File: config.mk
export PLATFORM = sky130hd
export DESIGN_NAME = relay_timer_controller
export DESIGN_NICKNAME = d
export VERILOG_FILES = /design/src/rtl/core/rtc_pkg.sv /design/src/rtl/core/rtc_regs.sv /design/src/rtl/core/rtc_engine.sv /design/src/rtl/core/relay_timer_controller.sv
export SDC_FILE = /design/constraint.sdc
export NUM_CORES = 1
export LEC_CHECK = 0
export BUFFER_PORTS_ARGS = -buffer_cell sky130_fd_sc_hd__buf_4
export CORE_ASPECT_RATIO = 1.25
export CORE_MARGIN = 10
export CORE_UTILIZATION = 45
export CTS_CLUSTER_SIZE = 10
export DETAILED_ROUTE_END_ITERATION = 10
export PLACE_DENSITY = 0.74
export SLEW_MARGIN = 15
export SYNTH_ARGS = -nofsm -noshare
export SYNTH_HDL_FRONTEND = slang
export SYNTH_SLANG_ARGS = --single-unit
File: constraint.sdc
create_clock -name clk -period 6.3 [get_ports clk]
set_input_delay 1.26 -clock clk [delete_from_list [all_inputs] [get_ports clk]]
set_output_delay 1.26 -clock clk [all_outputs]
set_load 0.05 [all_outputs]
File: src/rtl/core/rtc_pkg.sv
package rtc_pkg;

    localparam int unsigned TimerW = 15;
    localparam int unsigned TickW = 8;
    localparam int unsigned SecW = 12;
    localparam int unsigned PhaseW = 6;
    localparam int unsigned AddrW = 5;
    localparam int unsigned DataW = 32;

    localparam logic [TimerW-1:0] TIMER_MAX = 15'h7FFF;
    localparam logic [SecW-1:0] SECS_PER_HOUR = 12'd3600;
    localparam logic [PhaseW-1:0] LAST_SEC_OF_MIN = 6'd59;

    localparam logic [7:0] FRAME_HDR0 = 8'hF0;
    localparam logic [7:0] FRAME_HDR1 = 8'h00;
    localparam logic [7:0] FRAME_TRAIL = 8'h0F;
    localparam logic [7:0] CMD_ON = 8'h11;
    localparam logic [7:0] CMD_OFF = 8'h22;

    localparam logic [1:0] KIND_TICK = 2'd0;
    localparam logic [1:0] KIND_RX_TIMEOUT = 2'd1;
    localparam logic [1:0] KIND_CONTROL = 2'd2;

    localparam logic [2:0] REG_PULSE_MODE = 3'd0;
    localparam logic [2:0] REG_CYCLE_MODE = 3'd1;
    localparam logic [2:0] REG_COLD_FORCE = 3'd2;
    localparam logic [2:0] REG_PULSE_SECONDS = 3'd3;
    localparam logic [2:0] REG_ON_WAIT = 3'd4;
    localparam logic [2:0] REG_OFF_WAIT = 3'd5;
    localparam logic [2:0] REG_COLD_THRESHOLD = 3'd6;
    localparam logic [2:0] REG_TICKS_PER_SEC = 3'd7;

    localparam logic signed [7:0] COLD_THRESHOLD_RST = 8'sd20;
    localparam logic [TickW-1:0] TICKS_PER_SEC_RST = 8'd28;

    typedef struct packed {
        logic pulse_mode_enable;
        logic cycle_mode_enable;
        logic cold_force_enable;
        logic [TimerW-1:0] pulse_seconds;
        logic [TimerW-1:0] on_wait_minutes;
        logic [TimerW-1:0] off_wait_minutes;
        logic signed [7:0] cold_threshold;
        logic [TickW-1:0] ticks_per_second;
    } cfg_t;

    typedef struct packed {
        logic [1:0] kind;
        logic frame_ready;
        logic [7:0] frame_byte0;
        logic [7:0] frame_byte1;
        logic [7:0] frame_command;
        logic [7:0] frame_byte3;
        logic signed [7:0] temperature;
        logic and_input_a;
        logic and_input_b;
        logic or_input_a;
        logic or_input_b;
    } item_t;

    typedef struct packed {
        logic relay1;
        logic relay2;
        logic relay3;
        logic relay4;
        logic second_pulse;
        logic minute_pulse;
        logic hour_pulse;
    } result_t;

    function automatic logic [TimerW-1:0] sat_inc(input logic [TimerW-1:0] t);
        sat_inc = (t == TIMER_MAX) ? t : t + 15'd1;
    endfunction

endpackage

File: src/rtl/core/rtc_regs.sv
module rtc_regs (
    input  logic                       clk,
    input  logic                       rst_n,
    input  logic                       psel,
    input  logic                       penable,
    input  logic                       pwrite,
    input  logic [rtc_pkg::AddrW-1:0]  paddr,
    input  logic [rtc_pkg::DataW-1:0]  pwdata,
    output logic [rtc_pkg::DataW-1:0]  prdata,
    output logic                       pready,
    output rtc_pkg::cfg_t              cfg
);

    rtc_pkg::cfg_t cfg_reg;
    logic [2:0] index;
    logic wr_en;

    assign index = paddr[4:2];
    assign wr_en = psel && penable && pwrite;
    assign pready = 1'b1;
    assign cfg = cfg_reg;

    always_ff @(posedge clk or negedge rst_n)
    begin
        if (!rst_n)
        begin
            cfg_reg.pulse_mode_enable <= 1'b0;
            cfg_reg.cycle_mode_enable <= 1'b0;
            cfg_reg.cold_force_enable <= 1'b0;
            cfg_reg.pulse_seconds <= '0;
            cfg_reg.on_wait_minutes <= '0;
            cfg_reg.off_wait_minutes <= '0;
            cfg_reg.cold_threshold <= rtc_pkg::COLD_THRESHOLD_RST;
            cfg_reg.ticks_per_second <= rtc_pkg::TICKS_PER_SEC_RST;
        end
        else if (wr_en)
        begin
            unique case (index)
                rtc_pkg::REG_PULSE_MODE:     cfg_reg.pulse_mode_enable <= pwdata[0];
                rtc_pkg::REG_CYCLE_MODE:     cfg_reg.cycle_mode_enable <= pwdata[0];
                rtc_pkg::REG_COLD_FORCE:     cfg_reg.cold_force_enable <= pwdata[0];
                rtc_pkg::REG_PULSE_SECONDS:  cfg_reg.pulse_seconds <= pwdata[14:0];
                rtc_pkg::REG_ON_WAIT:        cfg_reg.on_wait_minutes <= pwdata[14:0];
                rtc_pkg::REG_OFF_WAIT:       cfg_reg.off_wait_minutes <= pwdata[14:0];
                rtc_pkg::REG_COLD_THRESHOLD: cfg_reg.cold_threshold <= pwdata[7:0];
                rtc_pkg::REG_TICKS_PER_SEC:  cfg_reg.ticks_per_second <= pwdata[7:0];
                default: ;
            endcase
        end
    end

    always_comb
    begin
        prdata = '0;
        unique case (index)
            rtc_pkg::REG_PULSE_MODE:     prdata[0] = cfg_reg.pulse_mode_enable;
            rtc_pkg::REG_CYCLE_MODE:     prdata[0] = cfg_reg.cycle_mode_enable;
            rtc_pkg::REG_COLD_FORCE:     prdata[0] = cfg_reg.cold_force_enable;
            rtc_pkg::REG_PULSE_SECONDS:  prdata[14:0] = cfg_reg.pulse_seconds;
            rtc_pkg::REG_ON_WAIT:        prdata[14:0] = cfg_reg.on_wait_minutes;
            rtc_pkg::REG_OFF_WAIT:       prdata[14:0] = cfg_reg.off_wait_minutes;
            rtc_pkg::REG_COLD_THRESHOLD: prdata[7:0] = cfg_reg.cold_threshold;
            rtc_pkg::REG_TICKS_PER_SEC:  prdata[7:0] = cfg_reg.ticks_per_second;
            default: ;
        endcase
    end

endmodule

File: src/rtl/core/rtc_engine.sv
module rtc_engine (
    input  logic             clk,
    input  logic             rst_n,
    input  logic             step,
    input  rtc_pkg::item_t   item,
    input  rtc_pkg::cfg_t    cfg,
    output rtc_pkg::result_t result
);

    logic [rtc_pkg::TickW-1:0]  tick_count_reg, tick_count_next;
    logic [rtc_pkg::SecW-1:0]   second_count_reg, second_count_next;
    logic [rtc_pkg::PhaseW-1:0] minute_phase_reg, minute_phase_next;
    logic second_flag_reg, second_flag_next;
    logic minute_flag_reg, minute_flag_next;
    logic hour_flag_reg, hour_flag_next;
    logic command_latch_reg, command_latch_next;
    logic [rtc_pkg::TimerW-1:0] pulse_timer_reg, pulse_timer_next;
    logic [rtc_pkg::TimerW-1:0] cycle_timer_reg, cycle_timer_next;
    logic [3:0] relay_reg, relay_next;

    logic [rtc_pkg::TickW-1:0] tick_inc;
    logic [rtc_pkg::SecW-1:0]  sec_inc;
    logic frame_ok;
    logic s_out, m_out, h_out;

    always_comb
    begin
        tick_count_next = tick_count_reg;
        second_count_next = second_count_reg;
        minute_phase_next = minute_phase_reg;
        second_flag_next = second_flag_reg;
        minute_flag_next = minute_flag_reg;
        hour_flag_next = hour_flag_reg;
        command_latch_next = command_latch_reg;
        pulse_timer_next = pulse_timer_reg;
        cycle_timer_next = cycle_timer_reg;
        relay_next = relay_reg;

        tick_inc = tick_count_reg + 8'd1;
        sec_inc = second_count_reg + 12'd1;
        frame_ok = item.frame_ready && (item.frame_byte0 == rtc_pkg::FRAME_HDR0)
            && (item.frame_byte1 == rtc_pkg::FRAME_HDR1)
            && (item.frame_byte3 == rtc_pkg::FRAME_TRAIL);

        if (item.kind == rtc_pkg::KIND_TICK)
        begin
            tick_count_next = tick_inc;
            if (tick_inc >= cfg.ticks_per_second)
            begin
                tick_count_next = '0;
                second_count_next = sec_inc;
                second_flag_next = 1'b1;
                if (minute_phase_reg == rtc_pkg::LAST_SEC_OF_MIN)
                begin
                    minute_phase_next = '0;
                    minute_flag_next = 1'b1;
                end
                else
                begin
                    minute_phase_next = minute_phase_reg + 6'd1;
                end
                if (sec_inc == rtc_pkg::SECS_PER_HOUR)
                begin
                    hour_flag_next = 1'b1;
                    second_count_next = '0;
                end
            end
        end
        else if (item.kind == rtc_pkg::KIND_RX_TIMEOUT)
        begin
            command_latch_next = 1'b0;
        end
        else if (item.kind == rtc_pkg::KIND_CONTROL)
        begin
            if (frame_ok)
            begin
                if (item.frame_command == rtc_pkg::CMD_ON && !command_latch_reg)
                begin
                    relay_next[0] = 1'b1;
                    command_latch_next = 1'b1;
                end
                else if (item.frame_command == rtc_pkg::CMD_OFF)
                begin
                    relay_next[0] = 1'b0;
                end
            end

            if (cfg.pulse_mode_enable && relay_next[0])
            begin
                if (second_flag_reg)
                    pulse_timer_next = rtc_pkg::sat_inc(pulse_timer_reg);
                if (pulse_timer_next > cfg.pulse_seconds)
                begin
                    relay_next[0] = 1'b0;
                    pulse_timer_next = '0;
                end
            end

            if (cfg.cycle_mode_enable)
            begin
                if (minute_flag_reg)
                    cycle_timer_next = rtc_pkg::sat_inc(cycle_timer_reg);
                if (cfg.cold_force_enable && (item.temperature <= cfg.cold_threshold)
                    && !relay_next[1])
                begin
                    relay_next[1] = 1'b1;
                    cycle_timer_next = '0;
                end
                if (!relay_next[1])
                begin
                    if (cycle_timer_next >= cfg.on_wait_minutes)
                    begin
                        relay_next[1] = 1'b1;
                        cycle_timer_next = '0;
                    end
                end
                else if (cycle_timer_next >= cfg.off_wait_minutes)
                begin
                    relay_next[1] = 1'b0;
                    cycle_timer_next = '0;
                end
            end

            relay_next[2] = item.and_input_a && item.and_input_b;
            relay_next[3] = item.or_input_a || item.or_input_b;
        end

        s_out = second_flag_next;
        m_out = minute_flag_next;
        h_out = hour_flag_next;
        if (item.kind == rtc_pkg::KIND_CONTROL)
        begin
            second_flag_next = 1'b0;
            minute_flag_next = 1'b0;
            hour_flag_next = 1'b0;
        end

        result.relay1 = relay_next[0];
        result.relay2 = relay_next[1];
        result.relay3 = relay_next[2];
        result.relay4 = relay_next[3];
        result.second_pulse = s_out;
        result.minute_pulse = m_out;
        result.hour_pulse = h_out;
    end

    always_ff @(posedge clk or negedge rst_n)
    begin
        if (!rst_n)
        begin
            tick_count_reg <= '0;
            second_count_reg <= '0;
            minute_phase_reg <= '0;
            second_flag_reg <= 1'b0;
            minute_flag_reg <= 1'b0;
            hour_flag_reg <= 1'b0;
            command_latch_reg <= 1'b0;
            pulse_timer_reg <= '0;
            cycle_timer_reg <= '0;
            relay_reg <= '0;
        end
        else if (step)
        begin
            tick_count_reg <= tick_count_next;
            second_count_reg <= second_count_next;
            minute_phase_reg <= minute_phase_next;
            second_flag_reg <= second_flag_next;
            minute_flag_reg <= minute_flag_next;
            hour_flag_reg <= hour_flag_next;
            command_latch_reg <= command_latch_next;
            pulse_timer_reg <= pulse_timer_next;
            cycle_timer_reg <= cycle_timer_next;
            relay_reg <= relay_next;
        end
    end

    // A control pass always leaves every pulse flag cleared.
    a_control_clears: assert property (@(posedge clk) disable iff (!rst_n)
        step && item.kind == rtc_pkg::KIND_CONTROL
        |=> !second_flag_reg && !minute_flag_reg && !hour_flag_reg)
        else $error("pulse flags not cleared by control pass");

    // An hour boundary restarts both the second count and the minute phase.
    a_hour_wrap: assert property (@(posedge clk) disable iff (!rst_n)
        $rose(hour_flag_reg) |-> second_count_reg == '0 && minute_phase_reg == '0)
        else $error("hour flag without second count wrap");

    // A receiver timeout always drops the command latch.
    a_timeout_latch: assert property (@(posedge clk) disable iff (!rst_n)
        step && item.kind == rtc_pkg::KIND_RX_TIMEOUT |=> !command_latch_reg)
        else $error("command latch survived receiver timeout");

    // The second count stays inside one hour.
    a_sec_range: assert property (@(posedge clk) disable iff (!rst_n)
        step |=> second_count_reg < rtc_pkg::SECS_PER_HOUR)
        else $error("second count out of range");

endmodule

File: src/rtl/core/relay_timer_controller.sv
// An accepted item waits in the input register until the result register is free.
// Throughput: one item per cycle while out_ready does not stall; the two registers
// let a new item enter while a finished result still waits to be taken.
// Reset (rst_n low, asynchronous) clears the relay state, counters, timers, flags and
// the command latch, and loads the register defaults; the result register is not reset.
module relay_timer_controller (
    input  logic                       clk,
    input  logic                       rst_n,
    input  logic                       psel,
    input  logic                       penable,
    input  logic                       pwrite,
    input  logic [rtc_pkg::AddrW-1:0]  paddr,
    input  logic [rtc_pkg::DataW-1:0]  pwdata,
    output logic [rtc_pkg::DataW-1:0]  prdata,
    output logic                       pready,
    input  logic                       in_valid,
    output logic                       in_ready,
    input  logic [1:0]                 kind,
    input  logic                       frame_ready,
    input  logic [7:0]                 frame_byte0,
    input  logic [7:0]                 frame_byte1,
    input  logic [7:0]                 frame_command,
    input  logic [7:0]                 frame_byte3,
    input  logic signed [7:0]          temperature,
    input  logic                       and_input_a,
    input  logic                       and_input_b,
    input  logic                       or_input_a,
    input  logic                       or_input_b,
    output logic                       out_valid,
    input  logic                       out_ready,
    output logic                       relay1,
    output logic                       relay2,
    output logic                       relay3,
    output logic                       relay4,
    output logic                       second_pulse,
    output logic                       minute_pulse,
    output logic                       hour_pulse
);

    rtc_pkg::cfg_t cfg;
    rtc_pkg::item_t item_reg;
    rtc_pkg::result_t result, result_reg;
    logic in_valid_reg;
    logic out_valid_reg;
    logic out_free;
    logic advance;

    assign out_free = !out_valid_reg || out_ready;
    assign advance = in_valid_reg && out_free;
    assign in_ready = !in_valid_reg || advance;
    assign out_valid = out_valid_reg;

    rtc_regs u_regs (
        .clk     (clk),
        .rst_n   (rst_n),
        .psel    (psel),
        .penable (penable),
        .pwrite  (pwrite),
        .paddr   (paddr),
        .pwdata  (pwdata),
        .prdata  (prdata),
        .pready  (pready),
        .cfg     (cfg)
    );

    rtc_engine u_engine (
        .clk    (clk),
        .rst_n  (rst_n),
        .step   (advance),
        .item   (item_reg),
        .cfg    (cfg),
        .result (result)
    );

    always_ff @(posedge clk or negedge rst_n)
    begin
        if (!rst_n)
        begin
            in_valid_reg <= 1'b0;
            out_valid_reg <= 1'b0;
        end
        else
        begin
            if (in_ready)
                in_valid_reg <= in_valid;
            if (out_free)
                out_valid_reg <= advance;
        end
    end

    always_ff @(posedge clk)
    begin
        if (in_valid && in_ready)
        begin
            item_reg.kind <= kind;
            item_reg.frame_ready <= frame_ready;
            item_reg.frame_byte0 <= frame_byte0;
            item_reg.frame_byte1 <= frame_byte1;
            item_reg.frame_command <= frame_command;
            item_reg.frame_byte3 <= frame_byte3;
            item_reg.temperature <= temperature;
            item_reg.and_input_a <= and_input_a;
            item_reg.and_input_b <= and_input_b;
            item_reg.or_input_a <= or_input_a;
            item_reg.or_input_b <= or_input_b;
        end
        if (advance)
            result_reg <= result;
    end

    assign relay1 = result_reg.relay1;
    assign relay2 = result_reg.relay2;
    assign relay3 = result_reg.relay3;
    assign relay4 = result_reg.relay4;
    assign second_pulse = result_reg.second_pulse;
    assign minute_pulse = result_reg.minute_pulse;
    assign hour_pulse = result_reg.hour_pulse;

endmodule

After elaboration in Yosys (flattened, before gate mapping)

Index checks and enable logic that the tools add are counted.

Bitwise gates (word level): 2
Reduce and logical (&&, ||, !) cells: 38
Eq/ne operators: 17
Magnitude comparators: 5
$add $sub $neg: 5
Mux-type cells: 58

Operator list:

| cell                  | count |
|---|---|
| $mux 15               | 17 |
| $pmux 7 s5            | 1 |
| $mux 1                | 32 |
| $add 15x1->15 const B | 2 |
| $eq 15x15->1 const B  | 2 |
| $ge 15x15->1          | 2 |
| $pmux 7 s3            | 1 |
| $reduce_and 2->1      | 9 |
| $gt 15x15->1          | 1 |
| $reduce_and 5->1      | 3 |
| $add 12x1->12 const B | 1 |
| $eq 12x12->1 const B  | 1 |
| $eq 3x3->1 const B    | 4 |
| $logic_and 1x1->1     | 12 |
| $mux 12               | 1 |
| $mux 4                | 3 |
| $add 8x1->8 const B   | 1 |
| $eq 8x4->1 const B    | 1 |
| $eq 8x5->1 const B    | 1 |
| $eq 8x6->1 const B    | 1 |
| $eq 8x8->1 const B    | 1 |
| $ge 8x8->1            | 1 |
| $le 8x8->1            | 1 |
| $logic_not 8->1       | 1 |
| 16 further kinds      | 25 |

Bits of input ports: 91
Output and inout bits: 42
Bits in registers: 184
Word-level logic and storage cells: 163

Longest topological paths before layout

Gate-level depths: netlist (run 1).

Depth in word-level cells: 19
Gate-level depth with buffers: 18
Mapped depth without buffers: 14

Modules after synthesis

Synthesis (run 1) repeated with hierarchy kept, for this count alone.

Cell total of the unflattened synthesis: 969
Area, all modules: 10,482.6 um^2

Modules (own cells, without submodules):

| module                 | cells an instance | instances | area an instance (um^2) | seq. area each (um^2) |
|---|---|---|---|---|
| rtc_engine             | 683               | 1         | 5,580.4                 | 1,601.5 |
| rtc_regs               | 224               | 1         | 3,176.8                 | 1,607.8 |
| relay_timer_controller | 62                | 1         | 1,725.4                 | 1,671.6 |

Worst setup path after synthesis (run 1)

No wires, ideal clock.

Path type: input to output
From: in paddr[2] (netlist name)
To: out prdata[6] (netlist name)
Arrival: 2,956 ps
Setup slack: 2,084 ps
Required time: 5,040 ps
Path buffers: 1
Cell stages on the path: 3
Cells stage by stage: clkbuf_1 nand2_1 o31ai_1

Longest elaborated chain between the ends: 2
Elaborated cells on any way between the ends: 6
Those cells by class: 5 x eq/ne; 1 x mux

Ends and longest elaborated chain:

| what                                            | RTL line                     | text |
|---|---|---|
| from (decl)                                     | relay_timer_controller.sv:12 | `input logic [rtc_pkg::AddrW-1:0] paddr,` |
| $eq 3x3->1 / $eq 3x2->1 (equally long branches) | rtc_regs.sv:55               | `unique case (index)` |
| $pmux 7 s5 (*)                                  | rtc_regs.sv:55               |  |
| to (decl)                                       | relay_timer_controller.sv:14 | `output logic [rtc_pkg::DataW-1:0] prdata,` |

Every way passes the cells marked *; elsewhere a longest branch is shown, timed or not.

Worst setup path in the final report (run 1)

From: in paddr[3] (netlist name)
To: out prdata[1] (netlist name)

Same word-level chain as after synthesis.

==> flow_summary.json, run 1 <==
{
  "final_cell_mix": "129 x nand2_1, 125 x dfrtp_1, 101 x buf_4, 80 x inv_1, 75 x o21ai_0",
  "yosysUniqueCellTypes": 89,
  "cp_cell_sequence": "buf_4 -> nor2b_1 -> a22o_1 -> a22o_1 -> buf_4",
  "synth_ff_type": "dfrtp_1",
  "h-tree-depth": 4,
  "area_growth_pct": 13.39,
  "ctsResizeCount": 0,
  "skew_ns": 0.009486,
  "core_mm2": 0.02304,
  "ctsHoldBuffers": 0,
  "grt_usage": 0.1726,
  "std_cell_rows": 62,
  "hold_viol_final": 0,
  "slew_headroom": 0.2708,
  "drt_iter0_markers": 516,
  "cp_top_family": "simple AND/OR/NAND/NOR gates",
  "syn_inst": 1048,
  "cts_buffers": 17,
  "overflow": 0,
  "clock_latency_ns": 0.45,
  "largest_reg_flops": 64,
  "drc": 0,
  "synthTopCellsByArea": "dfrtp_1 30%, edfxtp_1 15%, ha_1 8.2%",
  "drt_wl_total_um": 25530,
  "yosysTopAreaCellShare": 0.2960,
  "clock.fmax_ghz": 0.2317,
  "peakVddDrop_mv": 0.2214,
  "post-route-period-util": 0.6851,
  "synth_seq_cells": 184,
  "crit_cells": 5,
  "cts_setup_buffers": 0,
  "drt_pre_antenna_iters": 5,
  "timing.hold.ws_ns": 0.4908,
  "path_clk_slew_ns": 0.07,
  "via_per_inst": 5.704,
  "die_width_um": 157.1,
  "grt_pass1_vias": 8067,
  "tightest_slew_ns": 1.092,
  "crit_type": "input pin to primary output",
  "synth_edf_count": 54,
  "run_status": "complete, no violations",
  "vias": 8140,
  "grt_max_degree": 85,
  "final_layout_size_suffix_gt1_frac": 0.1782,
  "pin_count": 133,
  "wire_per_inst_um": 17.89,
  "cp-startpoint": "paddr[3]",
  "yosysWarnings": 0,
  "leakage_nw": 5.417,
  "hold_path_class": "flip-flop to flip-flop",
  "reg2reg_depth": 15,
  "finalSetupViolCount": 0,
  "grt_antenna_before_repair": 0,
  "finalMaxSlewViolations": 0,
  "dp_hpwl_um": 19000,
  "place_congestion": 0.9043,
  "power.density_mw_per_mm2": 281.1,
  "fp.dieH_um": 191.3,
  "seq_area_frac_synth": 0.4618,
  "critPathLaunchType": "input pin",
  "ys_async_sr_fraction": 0.7065,
  "cp_max_fo": 15,
  "diodes": 0,
  "r2r_end": "u_engine.pulse_timer_reg[5]",
  "layout_commonest_cell": "nand2_1",
  "postRouteAntennaNets": 0,
  "r2r_slack_ns": 2.01,
  "netlist_area_mm2": 0.01057,
  "die_area_mm2": 0.03005,
  "timing.rr.start": "u_engine.pulse_timer_reg[0]",
  "rsz0062_at_grt": "false",
  "cts_tree": "built",
  "period_needed_ns": 4.316,
  "yosys.area_share.adder": 0.08169,
  "synth_mux_area_frac": 0.04475,
  "critPathMaxStageDelay_ns": 0.89,
  "avgSynthCellArea_um2": 10.08,
  "worst_ep_required_time_ns": 5.04,
  "synth_top_family_by_area": "simple AND/OR/NAND/NOR gates",
  "synth_compound_area_frac": 0.1615,
  "crit_end": "prdata[1]",
  "synth_xor_xnor_area_share": 0.01989,
  "synth-simple-area-share": 0.1661,
  "arrival_ns": 3.06,
  "start_util": 0.4587,
  "drv_cap": 0,
  "crit_slowest_cell": "nor2b_1",
  "root_buffer": "clkbuf_16",
  "clockBufferDepth": 2,
  "place.port_buffers": 95,
  "crit_path_end_kind": "primary output",
  "synth_largest_area_cell": "dfrtp_1",
  "cts_sinks": 184,
  "critPathBufInv": 2,
  "fin_nets": 1286,
  "fin_setup_tns_ns": 0,
  "grt_pass1_wl_um": 41170
}
cell usage after synthesis (all sizes together), types with 4 or more instances:
cell     instances
nand2          130
dfrtp          125
inv             80
o21ai           79
ha              69
nor2            55
edfxtp          54
a21oi           41
nand3           38
a22o            32
buf             32
mux2            28
clkbuf          26
nand4           18
nand2b          14
xor2            14
and3            12
nor3            12
o22ai           11
o31ai           11
nor4            10
xnor2           10
a21o             9
a2bb2oi          9
mux2i            9
nor2b            9
or3              9
and4             6
a211oi           5
a31oi            5
dfstp            5
or2              5
a22oi            4
a31o             4
a32oi            4
nand3b           4
o211ai           4
o21a             4
or4              4
worst min path at each step:
| stage | start | endpoint | cells past startpoint |
|---|---|---|---|
| after floorplan | u_engine.minute_phase_reg[4] | u_engine.minute_phase_reg[4] | 1 |
| after global routing | u_engine.minute_phase_reg[4] | u_engine.minute_phase_reg[4] | 1 |
| after detailed placement | u_engine.minute_phase_reg[4] | u_engine.minute_phase_reg[4] | 1 |
| after global placement | u_engine.minute_phase_reg[4] | u_engine.minute_phase_reg[4] | 1 |
| after CTS | u_engine.minute_phase_reg[4] | u_engine.minute_phase_reg[4] | 1 |
| final | u_engine.minute_phase_reg[4] | u_engine.minute_phase_reg[4] | 1 |
cells by family after synthesis:
family / count (synthesis)
XOR/XNOR: 24
AND/OR/NAND/NOR: 342
adder cells (fa/ha/maj): 69
other: 2
multiplexers: 40
AO/OA/AOI/OAI: 248
buffers and inverters: 139
flip-flops: 184
cell type report:
type | count | area (um2)
clock buffer | 19 | 442.9
inverter | 80 | 300.3
tap | 288 | 360.3
timing repair buffer | 102 | 769.5
fill | 2012 | 11060
sequential | 184 | 4881
clock inverter | 13 | 146.4
multi-input combinational | 741 | 5084
stage by stage:
step	power [W]	util	worst slack (ns)	cells	instance area (um2)
3_5_place_dp	0.002306	0.4944	1.997	1395	11390
2_1_floorplan	0.002051	-	2.084	1064	10630
6_report	0.003368	0.5201	1.984	1427	11980
5_1_grt	0.003543	0.5201	1.709	1427	11980
4_1_cts	0.003387	0.5200	2.000	1427	11980
3_3_place_gp	0.002270	0.4944	2.040	1395	11390
layer usage:
layer | routed length (um) | GRT usage
met1 | 10340 | 0.1996
met2 | 13180 | 0.2970
met3 | 1195 | 0.04025
met4 | 820 | 0.07889
met5 | 0 | 0
where the power goes:
part / switching, W / internal (W)
Combinational: 0.000498 / 0.000308
Clock: 0.000479 / 0.000600
Sequential: 0.0000979 / 0.00139
Total: 0.00107 / 0.00229
(Power assumes the default switching activity.)
==> run 2: changes to the inputs <==
ABC_AREA = 1   (was unset)
clock period = 4.5 ns   (was 6.3 ns; I/O delays follow)
==> run 2 against run 1 <==
Compared with the run above: final cell count is 20% higher; flip-flop and latch count unchanged; first-iteration DRC count up 9.5%; clock power up 37%; area after synthesis increased by 1.5%; hold slack about the same; via count up 7.4%; synthesized cell count rose by 26%; global-route usage down 0.63 points; clock-buffer cell count decreased by 2; setup slack worse by 1.1 ns; utilization fell by 0.11 points.
==> flow_summary.json, run 2 <==
{
  "run_status": "complete, no violations",
  "period_needed_ns": 3.654,
  "overflow": 0,
  "synth_largest_area_cell": "dfrtp_1",
  "crit_slowest_cell": "dfstp_2",
  "grt_pass1_wl_um": 40880,
  "final_cell_mix": "351 x nand2_1, 188 x inv_1, 125 x dfrtp_1, 102 x buf_4, 101 x o21ai_0",
  "cp_top_family": "simple AND/OR/NAND/NOR gates",
  "syn_inst": 1320,
  "drt_pre_antenna_iters": 5,
  "crit_path_end_kind": "flip-flop",
  "dpl-instance-area_mm2": 0.01164,
  "crit_type": "flip-flop to flip-flop",
  "std_cell_rows": 63,
  "register_area_mm2": 0.004881,
  "drt-met1-wl_um": 10230,
  "skew_ns": 0.01262,
  "final_design_area_no_fill_mm2": 0.01223,
  "fin_nets": 1569,
  "drv_cap": 0,
  "critPathMaxStageDelay_ns": 0.55,
  "h-tree-depth": 4,
  "top_layer": "met4",
  "synth_seq_cells": 184,
  "wl_met3_um": 1511,
  "seq_area_frac_synth": 0.4551,
  "stdcell_count": 1716,
  "place.port_buffers": 95,
  "ctsResizeCount": 0,
  "drt_wl_total_um": 24710,
  "path_clk_slew_ns": 0.08,
  "slew_headroom": 0.3434,
  "ys_async_sr_fraction": 0.7065,
  "cts_sinks": 184,
  "largest_reg_flops": 64,
  "start_util": 0.4551,
  "wl_met2_um": 12250,
  "die_width_um": 158.1,
  "fp.dieH_um": 192.6,
  "avgSynthCellArea_um2": 8.125,
  "finalSetupViolCount": 0,
  "dp_hpwl_um": 19220,
  "synth_common_cells": "351 x nand2_1, 189 x inv_1, 125 x dfrtp_1, 101 x o21ai_0, 83 x nand3_1",
  "wire_per_inst_um": 14.40,
  "area_growth_pct": 14.06,
  "drc": 0,
  "place_inst": 1682,
  "synthTopCellsByArea": "dfrtp_1 29%, edfxtp_1 15%, nand2_1 12%",
  "core_mm2": 0.02357,
  "root_buffer": "clkbuf_16",
  "finalMaxSlewViolations": 0,
  "cp_max_fo": 15,
  "peakVddDrop_mv": 0.2729,
  "clock.fmax_ghz": 0.2737,
  "yosysTopAreaCellShare": 0.2916,
  "drt_iter0_markers": 565,
  "cp_cell_sequence": "inv_1 -> ha_1 -> nand2_1 -> inv_1 -> nand2_1 -> nand2_1 -> nand2_1 -> nand3_1 -> nand3_1 -> nand3_2 -> nand2_1 -> inv_1 -> ha_1 -> nand2_1 -> inv_1 -> o21ai_0 -> nand2_1 -> a21oi_1 -> nand2_1 -> nor2_1 -> nand3_1 -> nand2_2 -> nand2_1 -> nand2_1",
  "synth_edf_count": 54,
  "grt_pass1_vias": 8530,
  "tightest_slew_ns": 0.9835,
  "postRouteAntennaNets": 0,
  "hold_path_class": "flip-flop to flip-flop",
  "grt_max_degree": 74,
  "hold_viol_final": 0,
  "grt_usage": 0.1663,
  "critPathLaunchType": "flip-flop",
  "cpMostUsedCell": "nand2_1",
  "arrival_ns": 4.03,
  "yosysWarnings": 0,
  "multi_input_area_mm2": 0.004835,
  "clock_latency_ns": 0.44,
  "synthMostInstantiatedCell": "nand2_1",
  "grt_antenna_before_repair": 2,
  "final_core_util": 0.5190,
  "clockBufferDepth": 2,
  "p_total_w": 0.005455,
  "synth_ff_type": "dfrtp_1",
  "cts_buffers": 17,
  "fin_setup_tns_ns": 0,
  "critPathBufInv": 4,
  "worst_ep_required_time_ns": 4.87,
  "netlist_area_mm2": 0.01073,
  "rsz0062_at_grt": "false",
  "post-route-period-util": 0.8119,
  "nFillCells": 2155,
  "layout_commonest_cell": "nand2_1",
  "final_layout_size_suffix_gt1_frac": 0.1294,
  "place_congestion": 0.9448,
  "leakage_nw": 5.958,
  "cts_setup_buffers": 0,
  "cts_tree": "built",
  "ctsHoldBuffers": 0,
  "yosysUniqueCellTypes": 52,
  "vias": 8743,
  "power.density_mw_per_mm2": 445.9,
  "pin_count": 133,
  "via_per_inst": 5.095,
  "die_area_mm2": 0.03045
}
run 2: changes by cell type in the layout (fill, tap and decap cells not counted), sizes merged, moves of 14 or more:
cell	before	now
mux2	28	0
nand2	130	355
nand2b	14	0
o21ai	79	120
inv	84	216
nor2	55	80
nand3	38	88
a22o	32	1
run 2: layer usage:
metal / track usage / vias to the layer above
met3: 0.03590 / 44
met5: 0 / -
met1: 0.1958 / 4039
met2: 0.2870 / 220
met4: 0.06888 / 0
li1: - / 4440
run 2: cell families after synthesis:
| logic type | Yosys count | synth area share |
|---|---|---|
| xor+xnor | 32 | 0.02613 |
| simple gates | 589 | 0.2420 |
| fa+ha+maj | 69 | 0.08049 |
| flops | 184 | 0.4551 |
| other cells | 2 | 0.0007002 |
| buf+inv | 260 | 0.09974 |
| compound gates | 184 | 0.09589 |
run 2: path summary, 6_finish.rpt:
check                                    start                     endpoint  slack (ns)  cells after the start
worst max-delay path            u_regs.cfg[10]  u_engine.cycle_timer_reg[2]        0.85                     24
worst min-delay path            u_regs.cfg[44]               u_regs.cfg[44]        0.49                      2
worst max register to register  u_regs.cfg[10]  u_engine.cycle_timer_reg[2]        0.85                     24
worst min register to register  u_regs.cfg[44]               u_regs.cfg[44]        0.49                      2
max in group asynchronous                rst_n                u_regs.cfg[4]        2.92                      2
min in group asynchronous                rst_n                 in_valid_reg        0.62                      1
run 2: layout make-up:
cell class / instances / area share
inverter: 212 / 0.06505
clock buffer: 17 / 0.03478
antenna: 2 / 0.0004091
multi-input combinational: 892 / 0.3952
tap: 292 / 0.02987
timing repair buffer: 102 / 0.06260
sequential: 184 / 0.3990
clock inverter: 15 / 0.01309
run 2: worst register-to-register path: stages (launching register included):
cell and delay (ns):
dfstp_2 0.55, inv_1 0.05, ha_1 0.28, nand2_1 0.06
inv_1 0.05, nand2_1 0.05, nand2_1 0.05, nand2_1 0.08
nand3_1 0.08, nand3_1 0.14, nand3_2 0.30, nand2_1 0.18
inv_1 0.08, ha_1 0.31, nand2_1 0.08, inv_1 0.03
o21ai_0 0.15, nand2_1 0.11, a21oi_1 0.12, nand2_1 0.07
nor2_1 0.19, nand3_1 0.18, nand2_2 0.28, nand2_1 0.10
nand2_1 0.06
run 2: stage by stage:
stage               hold WS, ns  setup slack [ns]
detailed placement       0.4702            0.8500
finish                   0.4909            0.8465
global placement         0.4622            0.9856
global route             0.5057            0.4428
floorplan                0.4479             1.246
CTS                      0.4904            0.8337
run 2: power by group:
| group | internal (W) | leakage (nW) | total (W) | switching, W |
|---|---|---|---|---|
| Combinational | 0.000605 | 3.47 | 0.00173 | 0.00113 |
| Clock | 0.000752 | 0.287 | 0.00148 | 0.000727 |
| Sequential | 0.00203 | 2.20 | 0.00224 | 0.000218 |
==> run 3: changes to the inputs <==
clock period = 3.4 ns   (was 4.5 ns; I/O delays follow)
==> run 3 against run 2 <==
Compared with the run above: wire length rose by 5.7%; clock skew rose by 0.0013 ns; clock power rose by 34%; flip-flop and latch count did not move; die area did not move; design area rose by 4.5%; total power rose by 42%; setup slack got worse by 0.83 ns; critical path depth fell by 1; clock-buffer cell count did not move; critical endpoint is now u_engine.cycle_timer_reg[6]; utilization rose by 2.4 points; largest power group unchanged; combinational power rose by 62%.
==> flow_summary.json, run 3 (synthesis results as in run 2) <==
{
  "cts_tree": "built",
  "root_buffer": "clkbuf_16",
  "drt-met1-wl_um": 10410,
  "cts_sinks": 184,
  "cpMostUsedCell": "nand2_1",
  "crit_slowest_cell": "dfstp_2",
  "clock.fmax_ghz": 0.2957,
  "wire_per_inst_um": 15.07,
  "clockBufferDepth": 2,
  "top_layer": "met4",
  "place.port_buffers": 95,
  "final_layout_size_suffix_gt1_frac": 0.1797,
  "leakage_nw": 6.072,
  "post-route-period-util": 0.9945,
  "dp_hpwl_um": 19430,
  "core_mm2": 0.02357,
  "path_clk_slew_ns": 0.08,
  "reg2reg_depth": 23,
  "area_growth_pct": 19.24,
  "stdcell_count": 1733,
  "grt_pass1_wl_um": 41370,
  "place_inst": 1698,
  "die_width_um": 158.1,
  "skew_ns": 0.01395,
  "h-tree-depth": 4,
  "r2r_end": "u_engine.cycle_timer_reg[6]",
  "postRouteAntennaNets": 0,
  "drt_iter0_markers": 675,
  "place_congestion": 0.8821,
  "run_status": "complete, no violations",
  "crit_cells": 23,
  "finalSetupViolCount": 0,
  "vias": 8942,
  "diodes": 0,
  "nFillCells": 2089,
  "start_util": 0.4551,
  "critPathBufInv": 5,
  "drt_wl_total_um": 26120,
  "timing.hold.ws_ns": 0.3513,
  "fp.dieH_um": 192.6,
  "fin_nets": 1588,
  "cp_max_fo": 8,
  "wl_met2_um": 13390,
  "grt_max_degree": 65,
  "critPathMaxStageDelay_ns": 0.54,
  "grt_pass1_vias": 8694,
  "overflow": 0,
  "critPathLaunchType": "flip-flop",
  "grt_usage": 0.1678,
  "r2r_slack_ns": 0.02,
  "via_per_inst": 5.160,
  "crit_path_end_kind": "flip-flop",
  "die_area_mm2": 0.03045,
  "std_cell_rows": 63,
  "cp_cell_sequence": "inv_1 -> ha_1 -> nand2_1 -> inv_1 -> nand2_1 -> nand2_1 -> nand2_2 -> nand3_1 -> nand3_2 -> nand3_4 -> buf_12 -> nand2_1 -> inv_2 -> ha_4 -> nand4_1 -> nand3b_1 -> nor3_2 -> nor2_4 -> nand3_4 -> nand2_4 -> clkbuf_16 -> nand2_1 -> nand2_1",
  "pin_count": 133,
  "final_cell_mix": "340 x nand2_1, 176 x inv_1, 125 x dfrtp_1, 117 x buf_4, 97 x o21ai_0",
  "period_needed_ns": 3.381,
  "cp_top_family": "simple AND/OR/NAND/NOR gates",
  "drt_pre_antenna_iters": 5,
  "layout_commonest_cell": "nand2_1",
  "rsz0062_at_grt": "true",
  "worst_ep_required_time_ns": 3.72,
  "slew_headroom": 0.3197,
  "hold_path_class": "input pin to asynchronous set/reset pin",
  "crit_type": "flip-flop to flip-flop",
  "hold_viol_final": 0,
  "peakVddDrop_mv": 0.4635,
  "arrival_ns": 3.70,
  "drc": 0,
  "largest_reg_flops": 64,
  "power.density_mw_per_mm2": 607.2,
  "finalMaxSlewViolations": 0,
  "clock_latency_ns": 0.44,
  "tightest_slew_ns": 1.018,
  "wl_met3_um": 1587,
  "timing.rr.start": "u_regs.cfg[10]",
  "grt_antenna_before_repair": 0,
  "cts_buffers": 17,
  "drv_cap": 0
}
## run 3: cell count changes in the layout (fill, tap and decap cells not counted), sizes merged
cell	previous run	this run
clkbuf	17	19
inv	216	210
clkinvlp	1	2
clkinv	10	13
bufinv	0	2
buf	102	119
diode	2	0
## run 3: layout make-up
class	instances	area, um2	area share
multi-input combinational	892	5190	0.4058
sequential	184	4881	0.3817
timing repair buffer	121	968.4	0.07573
inverter	212	795.8	0.06222
clock buffer	17	425.4	0.03326
tap	292	365.4	0.02857
clock inverter	15	162.7	0.01272
## run 3: where the power goes
| part | switching [W] | internal, W |
|---|---|---|
| Clock | 0.000886 | 0.00110 |
| Combinational | 0.00172 | 0.00109 |
| Sequential | 0.000290 | 0.00268 |
## run 3: stage by stage
step | setup slack [ns] | util | power, W | setup TNS, ns | instance area, um2
after floorplan | 0.4104 | - | 0.004668 | 0 | 10790
after CTS | 0.001956 | 0.5251 | 0.007411 | 0 | 12380
after global routing | -0.1119 | 0.5426 | 0.008290 | -1.449 | 12790
after detailed placement | 0.02614 | 0.5001 | 0.005420 | 0 | 11790
after global placement | 0.09964 | 0.5001 | 0.005325 | 0 | 11790
final | 0.01872 | 0.5426 | 0.007765 | 0 | 12790
## run 3: what timing repair did
item,4_1_cts,5_1_grt
setup buffers,0,1
setup endpoints to repair,0,32
gates resized for setup,0,66
hold buffers,0,0
## run 3: metal layers
layer  track usage  up-vias
li1              -     4476
met1        0.1919     4176
met2        0.2998      239
met3       0.04103       51
met4       0.05353        0
met5             0        -
## run 3: how the worst max path moves through the flow
stage,startpoint,endpoint,slack [ns]
6_report,u_regs.cfg[10],u_engine.cycle_timer_reg[6],0.02
2_1_floorplan,u_regs.cfg[10],u_engine.cycle_timer_reg[13],0.41
5_1_grt,u_regs.cfg[10],u_engine.cycle_timer_reg[10],-0.11
3_3_place_gp,u_regs.cfg[10],relay2,0.1
4_1_cts,u_regs.cfg[10],u_engine.cycle_timer_reg[7],0.002
3_5_place_dp,u_regs.cfg[10],relay2,0.03
